**src/rtl/pds_pkg.sv**
```systemverilog
// pds_pkg: shared types of the pairwise distance sorter
// controller state, command and status groups; no dependencies
`default_nettype none
package pds_pkg;

  typedef enum logic [3:0] {
    ST_IDLE,
    ST_GEN_RD,
    ST_GEN_SQ,
    ST_GEN_WR,
    ST_SCAN_INIT,
    ST_SCAN,
    ST_FETCH,
    ST_ROOT,
    ST_EMIT
  } state_e;

  typedef struct packed {
    logic rd_pair;
    logic sq_step;
    logic pair_wr;
    logic scan_clr;
    logic scan_run;
    logic fetch;
    logic root_step;
    logic emit;
  } cmd_t;

  typedef struct packed {
    logic run_go;
    logic ax_last;
    logic gen_last;
    logic scan_done;
    logic root_last;
    logic emit_last;
  } sts_t;

endpackage
`default_nettype wire

```
**src/rtl/pds_datapath.sv**
```systemverilog
// pds_datapath: point store, distance unit, pair store, max scan and serial root
// depends on pds_pkg
`default_nettype none
module pds_datapath import pds_pkg::*; #(
  parameter int MAX_POINTS = 8,
  parameter int COORD_BITS = 11
) (
  input  wire logic                         clk_i,
  input  wire logic                         rst_ni,
  input  wire logic                         load_i,
  input  wire logic [COORD_BITS-1:0]        coord_x_i,
  input  wire logic [COORD_BITS-1:0]        coord_y_i,
  input  wire logic [COORD_BITS-1:0]        coord_z_i,
  input  wire logic                         last_point_i,
  input  wire cmd_t                         cmd_i,
  output sts_t                              sts_o,
  output logic                              result_valid_o,
  output logic [COORD_BITS-1:0]             first_x_o,
  output logic [COORD_BITS-1:0]             first_y_o,
  output logic [COORD_BITS-1:0]             first_z_o,
  output logic [COORD_BITS-1:0]             second_x_o,
  output logic [COORD_BITS-1:0]             second_y_o,
  output logic [COORD_BITS-1:0]             second_z_o,
  output logic [2*COORD_BITS+1:0]           dist_squared_o,
  output logic [COORD_BITS+8:0]             distance_fixed_o,
  output logic                              last_pair_o
);

  localparam int C         = COORD_BITS;
  localparam int PAIRS     = MAX_POINTS * (MAX_POINTS - 1) / 2;
  localparam int PT_W      = $clog2(MAX_POINTS);
  localparam int PN_W      = $clog2(MAX_POINTS + 1);
  localparam int PA_W      = (PAIRS > 1) ? $clog2(PAIRS) : 1;
  localparam int PC_W      = $clog2(PAIRS + 1);
  localparam int DIST_BITS = 2 * C + 2;
  localparam int ROOT_BITS = C + 9;
  localparam int RAD_W     = 2 * ROOT_BITS;
  localparam int RC_W      = $clog2(ROOT_BITS);
  localparam int PE_W      = DIST_BITS + 2 * PT_W;

  // point store
  logic [3*C-1:0] pt_mem [MAX_POINTS];
  logic [3*C-1:0] rd_a_q, rd_b_q;
  logic [PN_W-1:0] cnt_q, n_q, cnt_nx;
  logic            full;
  logic [PT_W-1:0] addr_a, addr_b;

  // pair generation
  logic [PT_W-1:0] gi_q, gj_q;
  logic [1:0]      ax_q;
  logic [DIST_BITS-1:0] acc_q;
  logic signed [C:0] da, db, diff;
  logic signed [DIST_BITS-1:0] prod;

  // pair store and scan
  logic [PE_W-1:0] pair_mem [PAIRS];
  logic [PE_W-1:0] pm_rd_q;
  logic [PC_W-1:0] pc_q, sk_q, ec_q;
  logic [PA_W-1:0] sa_q, best_a_q;
  logic            sv_q, bv_q;
  logic [DIST_BITS-1:0] best_d_q, sc_d;
  logic [PT_W-1:0] best_i_q, best_j_q;
  logic [PAIRS-1:0] em_q;

  // root
  logic [RAD_W-1:0]       rad_q;
  logic [ROOT_BITS+1:0]   rem_q, rem_sh, trial;
  logic [ROOT_BITS-1:0]   q_q;
  logic [RC_W-1:0]        rc_q;

  assign full   = (cnt_q >= PN_W'(MAX_POINTS));
  assign cnt_nx = full ? cnt_q : cnt_q + PN_W'(1);
  assign addr_a = cmd_i.fetch ? best_i_q : gi_q;
  assign addr_b = cmd_i.fetch ? best_j_q : gj_q;

  always_ff @(posedge clk_i) begin
    if (load_i && !full) begin
      pt_mem[cnt_q[PT_W-1:0]] <= {coord_x_i, coord_y_i, coord_z_i};
    end
    if (cmd_i.rd_pair || cmd_i.fetch) begin
      rd_a_q <= pt_mem[addr_a];
      rd_b_q <= pt_mem[addr_b];
    end
  end

  always_comb begin
    case (ax_q)
      2'd0: begin
        da = $signed({rd_a_q[3*C-1], rd_a_q[3*C-1:2*C]});
        db = $signed({rd_b_q[3*C-1], rd_b_q[3*C-1:2*C]});
      end
      2'd1: begin
        da = $signed({rd_a_q[2*C-1], rd_a_q[2*C-1:C]});
        db = $signed({rd_b_q[2*C-1], rd_b_q[2*C-1:C]});
      end
      default: begin
        da = $signed({rd_a_q[C-1], rd_a_q[C-1:0]});
        db = $signed({rd_b_q[C-1], rd_b_q[C-1:0]});
      end
    endcase
    diff = da - db;
    prod = diff * diff;
  end

  always_ff @(posedge clk_i) begin
    if (cmd_i.pair_wr) begin
      pair_mem[pc_q[PA_W-1:0]] <= {acc_q, gi_q, gj_q};
    end
    if (cmd_i.scan_run && (sk_q < pc_q)) begin
      pm_rd_q <= pair_mem[sk_q[PA_W-1:0]];
      sa_q    <= sk_q[PA_W-1:0];
    end
  end

  assign sc_d = pm_rd_q[PE_W-1:2*PT_W];

  // serial square root step, one result bit a cycle
  assign rem_sh = {rem_q[ROOT_BITS-1:0], rad_q[RAD_W-1:RAD_W-2]};
  assign trial  = {q_q, 2'b01};

  always_ff @(posedge clk_i or negedge rst_ni) begin
    if (!rst_ni) begin
      cnt_q <= '0;
      n_q   <= '0;
      gi_q  <= '0;
      gj_q  <= '0;
      ax_q  <= '0;
      pc_q  <= '0;
      sk_q  <= '0;
      ec_q  <= '0;
      sv_q  <= 1'b0;
      bv_q  <= 1'b0;
      em_q  <= '0;
      rc_q  <= '0;
      result_valid_o <= 1'b0;
    end else begin
      result_valid_o <= cmd_i.emit;
      if (load_i) begin
        if (last_point_i) begin
          cnt_q <= '0;
          n_q   <= cnt_nx;
          gi_q  <= '0;
          gj_q  <= PT_W'(1);
          pc_q  <= '0;
          ec_q  <= '0;
          em_q  <= '0;
        end else begin
          cnt_q <= cnt_nx;
        end
      end
      if (cmd_i.rd_pair) ax_q <= '0;
      if (cmd_i.sq_step) ax_q <= ax_q + 2'd1;
      if (cmd_i.pair_wr) begin
        pc_q <= pc_q + PC_W'(1);
        if (PN_W'(gj_q) == n_q - PN_W'(1)) begin
          gi_q <= gi_q + PT_W'(1);
          gj_q <= gi_q + PT_W'(2);
        end else begin
          gj_q <= gj_q + PT_W'(1);
        end
      end
      if (cmd_i.scan_clr) begin
        sk_q <= '0;
        sv_q <= 1'b0;
        bv_q <= 1'b0;
      end
      if (cmd_i.scan_run) begin
        sv_q <= (sk_q < pc_q);
        if (sk_q < pc_q) sk_q <= sk_q + PC_W'(1);
        if (sv_q && !em_q[sa_q] && (!bv_q || sc_d > best_d_q)) bv_q <= 1'b1;
      end
      if (cmd_i.fetch) rc_q <= '0;
      if (cmd_i.root_step) rc_q <= rc_q + RC_W'(1);
      if (cmd_i.emit) begin
        em_q[best_a_q] <= 1'b1;
        ec_q <= ec_q + PC_W'(1);
      end
    end
  end

  // payload registers
  always_ff @(posedge clk_i) begin
    if (cmd_i.rd_pair) acc_q <= '0;
    if (cmd_i.sq_step) acc_q <= acc_q + DIST_BITS'($unsigned(prod));
    if (cmd_i.scan_run && sv_q && !em_q[sa_q] && (!bv_q || sc_d > best_d_q)) begin
      best_d_q <= sc_d;
      best_a_q <= sa_q;
      best_i_q <= pm_rd_q[2*PT_W-1:PT_W];
      best_j_q <= pm_rd_q[PT_W-1:0];
    end
    if (cmd_i.fetch) begin
      rad_q <= {best_d_q, 16'b0};
      rem_q <= '0;
      q_q   <= '0;
    end
    if (cmd_i.root_step) begin
      rad_q <= {rad_q[RAD_W-3:0], 2'b00};
      if (rem_sh >= trial) begin
        rem_q <= rem_sh - trial;
        q_q   <= {q_q[ROOT_BITS-2:0], 1'b1};
      end else begin
        rem_q <= rem_sh;
        q_q   <= {q_q[ROOT_BITS-2:0], 1'b0};
      end
    end
    if (cmd_i.emit) begin
      first_x_o        <= rd_a_q[3*C-1:2*C];
      first_y_o        <= rd_a_q[2*C-1:C];
      first_z_o        <= rd_a_q[C-1:0];
      second_x_o       <= rd_b_q[3*C-1:2*C];
      second_y_o       <= rd_b_q[2*C-1:C];
      second_z_o       <= rd_b_q[C-1:0];
      dist_squared_o   <= best_d_q;
      distance_fixed_o <= q_q;
      last_pair_o      <= (ec_q + PC_W'(1) == pc_q);
    end
  end

  always_comb begin
    sts_o.run_go    = load_i && last_point_i && (cnt_nx >= PN_W'(2));
    sts_o.ax_last   = (ax_q == 2'd2);
    sts_o.gen_last  = (PN_W'(gi_q) == n_q - PN_W'(2)) && (PN_W'(gj_q) == n_q - PN_W'(1));
    sts_o.scan_done = (sk_q == pc_q) && !sv_q;
    sts_o.root_last = (rc_q == RC_W'(ROOT_BITS - 1));
    sts_o.emit_last = (ec_q + PC_W'(1) == pc_q);
  end

endmodule
`default_nettype wire

```
**src/rtl/pds_controller.sv**
```systemverilog
// pds_controller: sequencing state machine of the pairwise distance sorter
// depends on pds_pkg
`default_nettype none
module pds_controller import pds_pkg::*; (
  input  wire logic clk_i,
  input  wire logic rst_ni,
  input  wire sts_t sts_i,
  output cmd_t      cmd_o,
  output logic      busy_o
);

  state_e state_q, state_d;

  always_ff @(posedge clk_i or negedge rst_ni) begin
    if (!rst_ni) begin
      state_q <= ST_IDLE;
    end else begin
      state_q <= state_d;
    end
  end

  always_comb begin
    state_d = state_q;
    case (state_q)
      ST_IDLE:      if (sts_i.run_go) state_d = ST_GEN_RD;
      ST_GEN_RD:    state_d = ST_GEN_SQ;
      ST_GEN_SQ:    if (sts_i.ax_last) state_d = ST_GEN_WR;
      ST_GEN_WR:    state_d = sts_i.gen_last ? ST_SCAN_INIT : ST_GEN_RD;
      ST_SCAN_INIT: state_d = ST_SCAN;
      ST_SCAN:      if (sts_i.scan_done) state_d = ST_FETCH;
      ST_FETCH:     state_d = ST_ROOT;
      ST_ROOT:      if (sts_i.root_last) state_d = ST_EMIT;
      ST_EMIT:      state_d = sts_i.emit_last ? ST_IDLE : ST_SCAN_INIT;
      default:      state_d = ST_IDLE;
    endcase
  end

  always_comb begin
    cmd_o = '0;
    case (state_q)
      ST_GEN_RD:    cmd_o.rd_pair   = 1'b1;
      ST_GEN_SQ:    cmd_o.sq_step   = 1'b1;
      ST_GEN_WR:    cmd_o.pair_wr   = 1'b1;
      ST_SCAN_INIT: cmd_o.scan_clr  = 1'b1;
      ST_SCAN:      cmd_o.scan_run  = 1'b1;
      ST_FETCH:     cmd_o.fetch     = 1'b1;
      ST_ROOT:      cmd_o.root_step = 1'b1;
      ST_EMIT:      cmd_o.emit      = 1'b1;
      default:      cmd_o = '0;
    endcase
  end

  assign busy_o = (state_q != ST_IDLE);

endmodule
`default_nettype wire

```
**src/rtl/pairwise_distance_sorter_top.sv**
```systemverilog
// pairwise_distance_sorter_top: top level of the pairwise distance sorter
// depends on pds_pkg, pds_controller and pds_datapath
`default_nettype none
// A word (one point) is taken on a rising edge with start high and busy low;
// points load at one a cycle. A word with last_point set closes the
// set: with two or more stored points busy rises and the run begins. Points
// past MAX_POINTS are dropped. Each pair is generated by reading both points,
// squaring and summing the axis differences on one shared multiplier, one axis
// a cycle, and writing the pair store. Each result then takes a scan set-up,
// a scan of the pair store at one entry a cycle, a fetch, a bit-serial square
// root of COORD_BITS + 9 result bits and an emit. Results appear in descending
// distance, ties in generation order, each for exactly one cycle with
// result_valid_o high; the receiver cannot stall them and must take every
// word as it comes.
module pairwise_distance_sorter_top import pds_pkg::*; #(
  parameter int MAX_POINTS = 8,
  parameter int COORD_BITS = 11
) (
  input  wire logic                   clk_i,
  input  wire logic                   rst_ni,
  input  wire logic                   start,
  output logic                        busy,
  input  wire logic [COORD_BITS-1:0]  coord_x_i,
  input  wire logic [COORD_BITS-1:0]  coord_y_i,
  input  wire logic [COORD_BITS-1:0]  coord_z_i,
  input  wire logic                   last_point_i,
  output logic                        result_valid_o,
  output logic [COORD_BITS-1:0]       first_x_o,
  output logic [COORD_BITS-1:0]       first_y_o,
  output logic [COORD_BITS-1:0]       first_z_o,
  output logic [COORD_BITS-1:0]       second_x_o,
  output logic [COORD_BITS-1:0]       second_y_o,
  output logic [COORD_BITS-1:0]       second_z_o,
  output logic [2*COORD_BITS+1:0]     dist_squared_o,
  output logic [COORD_BITS+8:0]       distance_fixed_o,
  output logic                        last_pair_o
);

  cmd_t cmd;
  sts_t sts;
  logic load;

  // a word is taken only while the sequencer is idle
  assign load = start && !busy;

  pds_controller u_ctrl (
    .clk_i  (clk_i),
    .rst_ni (rst_ni),
    .sts_i  (sts),
    .cmd_o  (cmd),
    .busy_o (busy)
  );

  pds_datapath #(
    .MAX_POINTS (MAX_POINTS),
    .COORD_BITS (COORD_BITS)
  ) u_dp (
    .clk_i            (clk_i),
    .rst_ni           (rst_ni),
    .load_i           (load),
    .coord_x_i        (coord_x_i),
    .coord_y_i        (coord_y_i),
    .coord_z_i        (coord_z_i),
    .last_point_i     (last_point_i),
    .cmd_i            (cmd),
    .sts_o            (sts),
    .result_valid_o   (result_valid_o),
    .first_x_o        (first_x_o),
    .first_y_o        (first_y_o),
    .first_z_o        (first_z_o),
    .second_x_o       (second_x_o),
    .second_y_o       (second_y_o),
    .second_z_o       (second_z_o),
    .dist_squared_o   (dist_squared_o),
    .distance_fixed_o (distance_fixed_o),
    .last_pair_o      (last_pair_o)
  );

  // a result word only follows the emit cycle of a run
  a_valid_after_busy: assert property (@(posedge clk_i) disable iff (!rst_ni)
    result_valid_o |-> $past(busy)) else $error("result outside a run");

  // emits are always parted by a new scan
  a_no_back_to_back: assert property (@(posedge clk_i) disable iff (!rst_ni)
    result_valid_o |=> !result_valid_o) else $error("consecutive result words");

  // the final pair ends the run
  a_last_ends_run: assert property (@(posedge clk_i) disable iff (!rst_ni)
    (result_valid_o && last_pair_o) |-> !busy) else $error("run outlives last pair");

endmodule
`default_nettype wire
```
**config.mk**
```make
export PLATFORM = sky130hd
export DESIGN_NAME = pairwise_distance_sorter_top
export DESIGN_NICKNAME = d
export VERILOG_FILES = /design/src/rtl/pds_pkg.sv /design/src/rtl/pds_datapath.sv /design/src/rtl/pds_controller.sv /design/src/rtl/pairwise_distance_sorter_top.sv
export SDC_FILE = /design/constraint.sdc
export NUM_CORES = 2
export LEC_CHECK = 0
export BUFFER_PORTS_ARGS = -buffer_cell sky130_fd_sc_hd__buf_2
export CAP_MARGIN = 15
export CORE_UTILIZATION = 30
export CTS_CLUSTER_DIAMETER = 120
export DETAILED_ROUTE_END_ITERATION = 8
export PLACE_DENSITY = 0.48
export SETUP_SLACK_MARGIN = 0.15
export SYNTH_ARGS = -nofsm -noshare
export SYNTH_HDL_FRONTEND = slang
export SYNTH_HIERARCHICAL = 1
export SYNTH_SLANG_ARGS = --single-unit
```
**constraint.sdc**
```tcl
create_clock -name clk_i -period 15.18 [get_ports clk_i]
set_input_delay 0.759 -clock clk_i [delete_from_list [all_inputs] [get_ports clk_i]]
set_output_delay 0.759 -clock clk_i [all_outputs]
set_load 0.1 [all_outputs]
```
==> flow_summary_export.csv <==
group,metric,value,unit
hold_path,hp-start,"coord_x_i[7]",
route,drtIter0Drc,2507,
clock_tree,cts_max_path_buffers,3,
floorplanning,rows,172,
floorplanning,pin_count,150,
setup_path,end_kind,"register",
floorplanning,fp.dieH,474.1,um
global_routing,antenna_found_initial,15,
timing,drv_slew,0,
hold_path,hp-class,"in2reg",
synth,seq_area_frac_synth,0.6729,
global_routing,grt_pass1_vias,35140,
global_routing,grt_first_pass_wirelength,247200,um
synth,syn_avg_cell_area,18.07,um2
clock_tree,numCtsBuffers,161,
synth,syn-num-nets,4027,
clock_tree,cts_tree,"yes",
synth,ys_types,79,
final_layout,area_delta_synth_final,14.53,%
placed_design,dp.cells,6729,
synth,ys_async_sr_fraction,0.04702,
flow_run,maxCapViolCount,0,
timing,setup_tns,0,ps
setup_path,startpoint,"u_dp/ax_q[1]",
global_routing,gr-usage-all-layers,0.1520,
clock_tree,cts_resized,0,
setup_path,worst_ep_required_time,15710,ps
final_layout,fillCellCount,20900,
clock_tree,cts.root.buffer_cell,"clkbuf_16",
floorplanning,initial_utilization,0.3031,
timing,finalHoldViolations,0,
floorplanning,design.die.area,224800,um2
timing,worst_pin_slew,1129,ps
synth,yosysWarnings,6,
global_routing,grt_max_degree,118,
timing,max_slew_margin,0.2476,
floorplanning,core_area,220600,um2
route,drc,0,
timing,final.setup_skew,51.82,ps
floorplanning,die_x,474.1,um
route,antenna_left,0,
status,status,"finished, final reports clean",
synth,synth-edff-count,1439,
route,vias,33740,
timing,setup_viol,0,
clock_tree,htreeDepth,4,
timing,max_freq,102.7,MHz
route,drt-vias-per-instance,4.803,
setup_path,slowest_delay,750,ps
setup_path,crit_arrival,10270,ps
synth,synth_seq_cells,1510,
timing,min_period,9734,ps
synth,syn_inst,3700,
clock_tree,path_clk_slew,60,ps
clock_tree,clkLatencyLatePin,810,ps
setup_path,crit_slowest_cell,"ha_1",
final_layout,layoutNonFillerInstCount,7026,
route,drt_wl_total,169500,um
synth,mappedNetlistArea,66860,um2
setup_path,cpMostUsedCell,"fa_1",
final_layout,drive_above_1_share,0.2470,
timing,rsz0062_at_grt,"false",
global_routing,gr-total-overflow,0,
placed_design,io_buffers,149,
synth,synthFlopType,"edfxtp_1",
final_layout,final_nets,4265,
placed_design,dp_hpwl,100300,um
timing,min_period_over_period,0.6413,
setup_path,cp-start-kind,"register",
setup_path,worst-setup-path-type,"reg2reg",
setup_path,crit_fanout,23,
route,first_pass_iters,7,
placed_design,gp_congestion,0.7839,
route,avgRoutedWirePerCell,24.12,um
clock_tree,cts_sinks,1510,
setup_path,r2r-start,"u_dp/ax_q[1]",
-- layer usage --
layer	global-route usage	wire length, um
met4	0.03437	3098
met2	0.2576	84210
met1	0.1991	73010
met5	0	100
met3	0.03117	9058
-- worst max-delay path: cells and delay by family, from the launching register on --
kind	cells	cell delay (ps)
buf+inv	7	840
flops	1	390
simple gates	7	1340
compound gates	10	2210
fa+ha+maj	10	4560
xor+xnor	1	130
-- layout make-up --
class | count | area [um2] | share of cell area
antenna | 4 | 10.01 | 0.0001307
clock buffer | 202 | 4214 | 0.05503
clock inverter | 87 | 857.1 | 0.01119
inverter | 286 | 1075 | 0.01404
multi-input combinational | 1748 | 20300 | 0.2651
sequential | 1510 | 45000 | 0.5877
tap | 2958 | 3701 | 0.04833
timing repair buffer | 231 | 1413 | 0.01845
-- state kept, by name, indices dropped and copies added, names as in the netlist, 11 cells and up --
name and flops:
u_dp/pair_mem 840, u_dp/pt_mem 264, u_dp/rd_a_q 33, u_dp/rd_b_q 33
u_dp/pm_rd_q 30, u_dp/em_q 28, u_dp/acc_q 24, u_dp/best_d_q 24
u_dp/dist_squared_o 24, u_dp/rad_q 24, u_dp/distance_fixed_o 20, u_dp/q_q 20
u_dp/rem_q 20, u_dp/first_x_o 11, u_dp/first_y_o 11, u_dp/first_z_o 11
u_dp/second_x_o 11, u_dp/second_y_o 11, u_dp/second_z_o 11
-- per-stage QoR --
step                worst slack (ps)  area (um2)  hold WS [ps]  utilization
floorplan                       1185       66860         400.3            -
global placement                5427       71440         401.0       0.3239
detailed placement              5185       71440         407.0       0.3239
CTS                             5137       76520         164.0       0.3469
global route                    4718       76560         186.4       0.3471
finish                          5446       76570         230.4       0.3471
-- synth_stat cells, types with 5 or more instances --
| cell type | n | area [um2] |
|---|---|---|
| buf_1 | 11 | 41.29 |
| xnor2_1 | 48 | 420.4 |
| xor2_1 | 18 | 157.7 |
| o21a_1 | 10 | 75.07 |
| o21ai_0 | 113 | 565.5 |
| a22o_1 | 31 | 271.5 |
| mux2_2 | 98 | 1104 |
| o31ai_1 | 10 | 75.07 |
| a21o_1 | 21 | 157.7 |
| nor2b_1 | 11 | 68.82 |
| mux2i_1 | 54 | 540.5 |
| and3_1 | 8 | 50.05 |
| dfrtp_1 | 71 | 1777 |
| mux4_2 | 380 | 8558 |
| nand2b_1 | 21 | 131.4 |
| nand3_1 | 28 | 140.1 |
| nor3_1 | 35 | 175.2 |
| edfxtp_1 | 1439 | 43210 |
| buf_6 | 10 | 112.6 |
| fa_1 | 142 | 2843 |
| nand3b_1 | 7 | 52.55 |
| nand2_1 | 198 | 743.2 |
| nor2_1 | 131 | 491.7 |
| and2_1 | 48 | 300.3 |
| a21oi_1 | 65 | 325.3 |
| buf_2 | 42 | 210.2 |
| clkbuf_1 | 91 | 341.6 |
| or2_2 | 9 | 56.30 |
| a211oi_1 | 5 | 37.54 |
| o21bai_1 | 5 | 37.54 |
| a31oi_1 | 10 | 62.56 |
| a22oi_1 | 10 | 75.07 |
| nand4_1 | 16 | 100.1 |
| inv_1 | 283 | 1062 |
| ha_1 | 148 | 1852 |
-- what timing repair did --
| item | CTS | global route |
|---|---|---|
| hold buffers | 1 | 0 |
| endpoints found under the setup margin | 0 | 0 |
| hold endpoints to repair | 1 | 0 |
| setup buffers | 0 | 0 |
-- cell families after synthesis --
logic type,Yosys count,share of synthesized area
fa+ha+maj,290,0.07021
simple gates,542,0.03818
flops,1510,0.6729
mux,532,0.1526
buf+inv,442,0.02685
xor+xnor,67,0.008889
compound gates,317,0.03041
-- placed cells by master, fill, tap and decap left out, drive strengths merged, types with 72 or more instances in the layout --
cell type	count
edfxtp	1439
mux2	98
fa	142
ha	148
o21ai	118
clkinv	72
inv	291
buf	229
clkbuf	203
nand2	198
mux4	380
nor2	131
-- worst paths after layout --
check / endpoint / depth (start not counted) / slack (ps)
min in group asynchronous: u_dp/result_valid_o / 2 / 280
min: u_dp/pt_mem[2][29] / 1 / 230
max reg2reg: u_dp/acc_q[23] / 35 / 5450
min reg2reg: u_dp/best_i_q[2] / 0 / 410
max: u_dp/acc_q[23] / 35 / 5450
max in group asynchronous: u_dp/sk_q[2] / 3 / 13600
Power is not shown: default switching activity piles up to over one toggle a cycle in this logic, so the estimate is an artifact.
